[src/x87ss_pkg.sv]
// x87ss_pkg: shared types, constants and the status exception function
// of the x87 stack and status controller. No dependencies.
package x87ss_pkg;

   typedef enum logic [2:0] {
      FUNC_PUSH_LOAD  = 3'd0,
      FUNC_STORE      = 3'd1,
      FUNC_ARITH      = 3'd2,
      FUNC_INT_ARITH  = 3'd3,
      FUNC_LOAD_CTRL  = 3'd4,
      FUNC_CLEAR_EXC  = 3'd5
   } func_type;

   // status word bits
   localparam int SW_IE = 0;
   localparam int SW_DE = 1;
   localparam int SW_ZE = 2;
   localparam int SW_OE = 3;
   localparam int SW_UE = 4;
   localparam int SW_PE = 5;
   localparam int SW_SF = 6;
   localparam int SW_ES = 7;
   localparam int SW_C1 = 9;
   localparam int SW_B  = 15;
   localparam int SW_TOP_LSB = 11;

   localparam logic [15:0] SW_EXC_MASK   = 16'h027F;
   localparam logic [15:0] CW_MASKS      = 16'h003F;
   localparam logic [15:0] CW_LOAD_KEEP  = 16'h1F3F;
   localparam logic [15:0] CW_LOAD_SET   = 16'h0040;
   localparam logic [15:0] CW_RESET      = 16'h037F;
   localparam logic [15:0] CLEAR_KEEP    = 16'h7F00;
   localparam logic [15:0] EV_OVERFLOW   = 16'h0241;
   localparam logic [15:0] EV_UNDERFLOW  = 16'h0041;

   typedef struct packed {
      logic [2:0]  func;
      logic        pop_after;
      logic [2:0]  dest_st;
      logic [5:0]  except_flags;
      logic        round_up;
      logic [15:0] new_control;
   } req_type;

   typedef struct packed {
      logic        write_reg;
      logic [2:0]  phys_dest;
      logic        use_nan;
      logic        unmasked_fault;
      logic [15:0] status_out;
      logic [15:0] control_out;
   } rsp_type;

   typedef struct packed {
      logic [15:0] status;
      logic        fault;
   } exc_result_type;

   // status update for one exception event against the current words
   function automatic exc_result_type handle_exc(logic [15:0] ev, logic [15:0] sw_in,
                                                 logic [15:0] cw);
      logic [15:0]    e;
      logic [15:0]    sw;
      logic [15:0]    um;
      logic           stop;
      exc_result_type res;
      e    = ev & SW_EXC_MASK;
      sw   = sw_in;
      um   = e & ~cw & CW_MASKS;
      stop = 1'b0;
      if (e[SW_IE] || e[SW_ZE]) begin
         um = um & 16'h0005;
      end
      if (um != 16'h0000) begin
         sw[SW_ES] = 1'b1;
         sw[SW_B]  = 1'b1;
      end
      if (e[SW_IE]) begin
         sw = sw | e;
         if (e[SW_SF] && !e[SW_C1]) begin
            sw[SW_C1] = 1'b0;
         end
      end else if (e[SW_ZE]) begin
         sw[SW_ZE] = 1'b1;
      end else begin
         if (e[SW_DE]) begin
            sw[SW_DE] = 1'b1;
            stop = um[SW_DE];
         end
         if (!stop) begin
            sw = sw | e;
            if (e[SW_PE] && !e[SW_C1]) begin
               sw[SW_C1] = 1'b0;
            end
            um[SW_PE] = 1'b0;
            if (um[SW_UE] || um[SW_OE]) begin
               sw[SW_C1] = 1'b0;
               if (!sw_in[SW_PE]) begin
                  sw[SW_PE] = 1'b0;
               end
            end
         end
      end
      res.status = sw;
      res.fault  = (um != 16'h0000);
      return res;
   endfunction

endpackage

[src/x87ss_if.sv]
// x87ss_req_if / x87ss_rsp_if: valid/ready channels of the x87 stack
// and status controller. Depends on x87ss_pkg.
interface x87ss_req_if;
   import x87ss_pkg::*;
   logic    valid;
   logic    ready;
   req_type data;
   modport source (output valid, output data, input ready);
   modport sink (input valid, input data, output ready);
   modport monitor (input valid, input data, input ready);
endinterface

interface x87ss_rsp_if;
   import x87ss_pkg::*;
   logic    valid;
   logic    ready;
   rsp_type data;
   modport source (output valid, output data, input ready);
   modport sink (input valid, input data, output ready);
   modport monitor (input valid, input data, input ready);
endinterface

[src/x87_stack_status_controller.sv]
// x87_stack_status_controller: top level, stack top, tags, status and
// control words. Depends on x87ss_pkg and the channel interfaces.
//
// Usage: instruction events arrive on req_bus (func, pop_after, dest_st,
// except_flags, round_up, new_control). Each accepted word gives exactly one
// rsp_bus word: write permission, physical destination, default-NaN select,
// unmasked fault flag and the status and control words after the event.
// The state and the result register are updated at the accepting edge, and
// the result is valid from the next cycle on.
// Throughput is one word per cycle while the receiver takes each result; the
// event logic over the small state registers sets this figure.
// When the receiver stalls, the result register holds its word and
// req_bus.ready stays high only if that word is taken in the same cycle.
// Synchronous reset empties all tags, sets top and status to zero, loads
// control word 0x037F and drops rsp_bus.valid; ready is low during reset.
module x87_stack_status_controller (
   input  logic         clock,
   input  logic         reset,
   x87ss_req_if.sink    req_bus,
   x87ss_rsp_if.source  rsp_bus
);
   import x87ss_pkg::*;

   logic [2:0]     top_ff, top_in;
   logic [7:0]     busy_ff, busy_in;
   logic [15:0]    status_ff, status_in;
   logic [15:0]    control_ff, control_in;
   logic           out_valid_ff;
   rsp_type        out_ff, out_in;
   logic           accept;
   req_type        rq;
   logic [2:0]     below, rel_dest;
   exc_result_type exc_a, exc_b;
   logic [15:0]    sw_work;
   logic [15:0]    flags_ev;
   logic           empty_top;

   assign req_bus.ready = !reset && (!out_valid_ff || rsp_bus.ready);
   assign accept        = req_bus.valid && req_bus.ready;
   assign rq            = req_bus.data;

   assign below     = top_ff - 3'd1;
   assign rel_dest  = top_ff + rq.dest_st;
   assign empty_top = !busy_ff[top_ff];
   assign flags_ev  = {6'd0, rq.round_up, 3'd0, rq.except_flags};

   always_comb begin
      top_in     = top_ff;
      busy_in    = busy_ff;
      status_in  = status_ff;
      control_in = control_ff;
      out_in     = '0;
      sw_work    = status_ff;
      exc_a      = '0;
      exc_b      = '0;
      case (rq.func)
         FUNC_PUSH_LOAD: begin
            sw_work         = status_ff;
            sw_work[SW_C1]  = 1'b0;
            out_in.phys_dest = below;
            exc_a           = handle_exc(EV_OVERFLOW, sw_work, control_ff);
            if (!busy_ff[below]) begin
               top_in          = below;
               busy_in[below]  = 1'b1;
               out_in.write_reg = 1'b1;
               status_in       = sw_work;
            end else begin
               if (control_ff[SW_IE]) begin
                  top_in          = below;
                  busy_in[below]  = 1'b1;
                  out_in.write_reg = 1'b1;
                  out_in.use_nan   = 1'b1;
               end
               status_in             = exc_a.status;
               out_in.unmasked_fault = exc_a.fault;
            end
         end
         FUNC_STORE: begin
            exc_a            = handle_exc(EV_UNDERFLOW, status_ff, control_ff);
            out_in.write_reg = 1'b1;
            out_in.phys_dest = rel_dest;
            if (empty_top) begin
               status_in             = exc_a.status;
               out_in.unmasked_fault = exc_a.fault;
               out_in.use_nan        = 1'b1;
            end
            if (rq.pop_after) begin
               busy_in[top_ff] = 1'b0;
               top_in          = top_ff + 3'd1;
            end
         end
         FUNC_ARITH: begin
            sw_work          = status_ff;
            sw_work[SW_C1]   = 1'b0;
            out_in.phys_dest = rel_dest;
            exc_a            = handle_exc(flags_ev, sw_work, control_ff);
            status_in        = exc_a.status;
            if (exc_a.fault) begin
               out_in.unmasked_fault = 1'b1;
            end else begin
               out_in.write_reg  = 1'b1;
               busy_in[rel_dest] = 1'b1;
               // pop clears the old top after the write tags the destination
               if (rq.pop_after) begin
                  busy_in[top_ff] = 1'b0;
                  top_in          = top_ff + 3'd1;
               end
            end
         end
         FUNC_INT_ARITH: begin
            out_in.phys_dest = top_ff;
            exc_a            = handle_exc(EV_UNDERFLOW, status_ff, control_ff);
            sw_work          = empty_top ? exc_a.status : status_ff;
            exc_b            = handle_exc(flags_ev, sw_work, control_ff);
            status_in        = exc_b.status;
            if (exc_b.fault) begin
               out_in.unmasked_fault = 1'b1;
            end else begin
               out_in.write_reg = 1'b1;
               out_in.use_nan   = empty_top;
               busy_in[top_ff]  = 1'b1;
            end
         end
         FUNC_LOAD_CTRL: begin
            control_in = (rq.new_control & CW_LOAD_KEEP) | CW_LOAD_SET;
            // es and b follow whether a pending exception is now unmasked
            if ((status_ff & ~rq.new_control & CW_MASKS) != 16'h0000) begin
               status_in[SW_ES] = 1'b1;
               status_in[SW_B]  = 1'b1;
            end else begin
               status_in[SW_ES] = 1'b0;
               status_in[SW_B]  = 1'b0;
            end
         end
         FUNC_CLEAR_EXC: begin
            status_in = status_ff & CLEAR_KEEP;
         end
         default: begin
         end
      endcase
      out_in.status_out  = {status_in[15:14], top_in, status_in[10:0]};
      out_in.control_out = control_in;
   end

   always_ff @(posedge clock) begin
      if (reset) begin
         top_ff       <= 3'd0;
         busy_ff      <= 8'd0;
         status_ff    <= 16'h0000;
         control_ff   <= CW_RESET;
         out_valid_ff <= 1'b0;
      end else begin
         if (accept) begin
            top_ff       <= top_in;
            busy_ff      <= busy_in;
            status_ff    <= status_in;
            control_ff   <= control_in;
            out_valid_ff <= 1'b1;
         end else if (rsp_bus.ready) begin
            out_valid_ff <= 1'b0;
         end
      end
   end

   always_ff @(posedge clock) begin
      if (accept) begin
         out_ff <= out_in;
      end
   end

   assign rsp_bus.valid = out_valid_ff;
   assign rsp_bus.data  = out_ff;

endmodule

[src/flat_wrapper.sv]
// flat-port wrapper written by rule: the top's interface ports become plain ports
module x87_stack_status_controller_flat import x87ss_pkg::*;
  (clock, reset, req_bus_valid, req_bus_data, req_bus_ready, rsp_bus_valid, rsp_bus_data, rsp_bus_ready);
  x87ss_req_if req_bus_i ();
  x87ss_rsp_if rsp_bus_i ();
  input  logic clock;
  input  logic reset;
  input wire logic [$bits(req_bus_i.valid)-1:0] req_bus_valid;
  input wire logic [$bits(req_bus_i.data)-1:0] req_bus_data;
  output wire logic [$bits(req_bus_i.ready)-1:0] req_bus_ready;
  output wire logic [$bits(rsp_bus_i.valid)-1:0] rsp_bus_valid;
  output wire logic [$bits(rsp_bus_i.data)-1:0] rsp_bus_data;
  input wire logic [$bits(rsp_bus_i.ready)-1:0] rsp_bus_ready;
  assign req_bus_i.valid = req_bus_valid;
  assign req_bus_i.data = req_bus_data;
  assign req_bus_ready = req_bus_i.ready;
  assign rsp_bus_valid = rsp_bus_i.valid;
  assign rsp_bus_data = rsp_bus_i.data;
  assign rsp_bus_i.ready = rsp_bus_ready;
  x87_stack_status_controller u_core (.clock(clock), .reset(reset), .req_bus(req_bus_i), .rsp_bus(rsp_bus_i));
endmodule
[config.mk]
export PLATFORM = sky130hd
export DESIGN_NAME = x87_stack_status_controller_flat
export DESIGN_NICKNAME = d
export VERILOG_FILES = /design/src/x87ss_pkg.sv /design/src/x87ss_if.sv /design/src/x87_stack_status_controller.sv /design/src/flat_wrapper.sv
export SDC_FILE = /design/constraint.sdc
export NUM_CORES = 1
export LEC_CHECK = 0
export ABC_CLOCK_PERIOD_IN_PS = 2670
export BUFFER_PORTS_ARGS = -buffer_cell sky130_fd_sc_hd__buf_2
export CORE_ASPECT_RATIO = 1.1
export CORE_MARGIN = 4
export CORE_UTILIZATION = 51
export DETAILED_ROUTE_END_ITERATION = 12
export PLACE_DENSITY = 0.77
export RECOVER_POWER = 50
export SETUP_SLACK_MARGIN = 0.1
export SYNTH_ARGS = -nofsm -noshare
export SYNTH_HDL_FRONTEND = slang
export SYNTH_SLANG_ARGS = --single-unit
export TNS_END_PERCENT = 20
[constraint.sdc]
create_clock -name clock -period 2.67 [get_ports clock]
set_input_delay 0.534 -clock clock [delete_from_list [all_inputs] [get_ports clock]]
set_output_delay 0.534 -clock clock [all_outputs]
set_load 0.03 [all_outputs]
==> results.yml <==
yosys:
  synth_ff_type: "dfxtp_1"
  avgSynthCellArea_um2: 9.20
  syn_area_um2: 4060
  synth_edf_count: 35
  ys_seq_area_frac: 0.446
  yosysWarnings: 0
  ys_ff_latch: 73
  async_flop_share: 0
  syn_inst: 441
  ys_types: 71
cells_and_area:
  fin_util: 0.627
  multi_input_area_um2: 2080
  antenna_cells: 0
  syn2layout_area_growth_pct: 17.3
  fill_cells: 665
  final_common_cell: "nand2_1"
  layout_common_cells: "50 x nand2_1, 40 x nor2_1, 39 x clkbuf_1"
  drive_gt1_frac: 0.187
  final_nets: 556
  ff_latch_area_um2: 1810
die:
  die_h_um: 102
  die_x_um: 93.1
  core_um2: 7600
  initial_core_util: 0.534
  io_pins: 74
  dieArea_um2: 9450
  floorplan.rows: 33
min_path:
  min-delay-start: "req_bus_data[10]"
  whs_path_depth: 3
  hold_class: "in2reg"
  min_to: "u_core.control_ff[10]$_SDFFE_PP0P_"
power:
  ir_drop_mv: 0.240
  leakagePower_nw: 1.72
  power_per_cell_area_nw_per_um2: 552
setup_path:
  worstPathRequired_ps: 2900
  r2r-start: "u_core.top_ff[1]$_SDFFE_PP0P_"
  cp_max_fo: 6
  reg2reg_slack_ps: 200
  cp-end-kind: "register"
  r2r.worst_path.cells: 8
  start_kind: "register"
  r2r-end: "u_core.busy_ff[5]$_SDFFE_PP0P_"
  arrival_ps: 2700
  worstSetupStartpoint: "u_core.top_ff[1]$_SDFFE_PP0P_"
  crit_type: "reg2reg"
global_route:
  grt_usage: 0.240
  grt_pass1_wl_um: 17900
  grt_antenna_before_repair: 0
  grt_max_degree: 38
  grt_pass1_vias: 3678
  overflow: 0
routing:
  drt_pass1_iterations: 5
  drc: 0
  drtAntennaViolNets: 0
  dr_total_vias: 3815
  drt-initial-drc-count: 277
  vias_per_cell: 6.07
  routed_wl_um: 11500
  wl_per_cell_um: 18.2
clock_network:
  clockBufferDepth: 2
  holdBufCountCts: 0
  clockRootBuffer: "clkbuf_8"
  numCtsBuffers: 9
  cts_tree: "built"
  clock-sinks: 73
  clock_latency_ps: 350
  clk_pin_slew_ps: 80
  htree_num_levels: 3
sta:
  tightest_slew_ps: 835
  slew_headroom: 0.443
  fmax_mhz: 404
  setup_violations: 0
  slew_violations: 0
  whs_ps: 436
  hold_viol: 0
  finalCriticalPeriod_ps: 2470
  period_share: 0.927
  rsz0062_at_grt: "true"
  clock-skew-final_ps: 9.20
placed_design:
  gp_congestion: 0.956
  dp_hpwl_um: 8100
  port_buffers: 65
flow_run:
  maxCapViolations: 0
run_status:
  status: "completed"
## worst max-delay path by stage
stage / depth (start not counted) / slack (ps) / end
final: 8 / 200 / u_core.busy_ff[5]$_SDFFE_PP0P_
after global routing: 8 / 60 / u_core.rsp_bus.data[31]$_DFFE_PP_
after CTS: 9 / 90 / u_core.busy_ff[3]$_SDFFE_PP0P_
after detailed placement: 9 / -20 / u_core.busy_ff[3]$_SDFFE_PP0P_
after global placement: 9 / 110 / u_core.busy_ff[3]$_SDFFE_PP0P_
after floorplan: 10 / 150 / u_core.busy_ff[5]$_SDFFE_PP0P_
## per-layer routing
metal,track usage,part of all wire,wire (µm)
met5,0,0,0
met4,0.0992,0.035,401
met3,0.0490,0.077,882
met2,0.434,0.49,5630
met1,0.277,0.40,4550
## final cells by class
class / count / share of cell area
multi-input combinational: 324 / 0.437
sequential: 73 / 0.381
timing repair buffer: 92 / 0.102
tap: 105 / 0.0276
clock buffer: 9 / 0.0260
inverter: 18 / 0.0142
clock inverter: 7 / 0.0129
## worst max-delay path: stages (launching register included)
cell,delay [ps]
dfxtp_1,340
inv_1,100
ha_2,420
mux4_2,360
mux2i_4,230
or3_4,220
nand4bb_2,240
o311ai_2,330
o31ai_1,100
## per-stage QoR
| step | TNS (ps) | power (mW) | instance area (µm²) | setup slack [ps] | instances |
|---|---|---|---|---|---|
| final | 0 | 2.63 | 4760 | 196 | 628 |
| after global routing | 0 | 2.74 | 4760 | 59.9 | 628 |
| after CTS | 0 | 2.63 | 4780 | 88.1 | 626 |
| after detailed placement | -20.7 | 1.81 | 4590 | -20.7 | 610 |
| after global placement | 0 | 1.80 | 4590 | 110 | 610 |
| after floorplan | 0 | 1.64 | 4070 | 153 | 443 |
## synth_stat cells (all sizes together) (4+ instances only)
| library cell | number | area share |
|---|---|---|
| a211oi | 6 | 0.011 |
| a21o | 7 | 0.013 |
| a21oi | 30 | 0.037 |
| a2bb2oi | 4 | 0.0086 |
| a31oi | 12 | 0.018 |
| and2 | 7 | 0.011 |
| buf | 9 | 0.015 |
| clkbuf | 20 | 0.018 |
| dfxtp | 38 | 0.19 |
| edfxtp | 35 | 0.26 |
| inv | 17 | 0.016 |
| mux2 | 9 | 0.025 |
| mux2i | 6 | 0.018 |
| nand2 | 50 | 0.046 |
| nand2b | 7 | 0.011 |
| nand3 | 8 | 0.0099 |
| nor2 | 40 | 0.037 |
| nor2b | 15 | 0.023 |
| nor3 | 6 | 0.0074 |
| o21ai | 35 | 0.043 |
| o22ai | 9 | 0.014 |
| o311ai | 5 | 0.013 |
| o31ai | 7 | 0.013 |
## state kept, by name (all words and copies together) (netlist names)
name	flops
u_core.status_ff	10
u_core.busy_ff	8
u_core.control_ff	16
u_core.top_ff	3
u_core.rsp_bus.data	35
u_core.rsp_bus.valid	1
## cell families after synthesis
group	synth area share
simple gates	0.181
fa+ha+maj	0.0142
other cells	0.000924
flops	0.446
xor+xnor	0.0154
mux	0.0549
buf+inv	0.0506
compound gates	0.236
## timing repair
action / 4_1_cts / 5_1_grt
pin swaps: 0 / 0
setup endpoints to repair: 3 / 10
cloned: 0 / 1
buffers inserted: 0 / 1
hold endpoints to repair: 0 / 0
resized for setup: 3 / 6
## power by group
group | internal (mW) | total (mW) | switching (mW)
logic | 0.192 | 0.540 | 0.347
clock network | 0.355 | 0.828 | 0.473
registers | 1.23 | 1.26 | 0.0282
total | 1.78 | 2.63 | 0.848
Note: power is estimated with default switching activity, not from simulation.
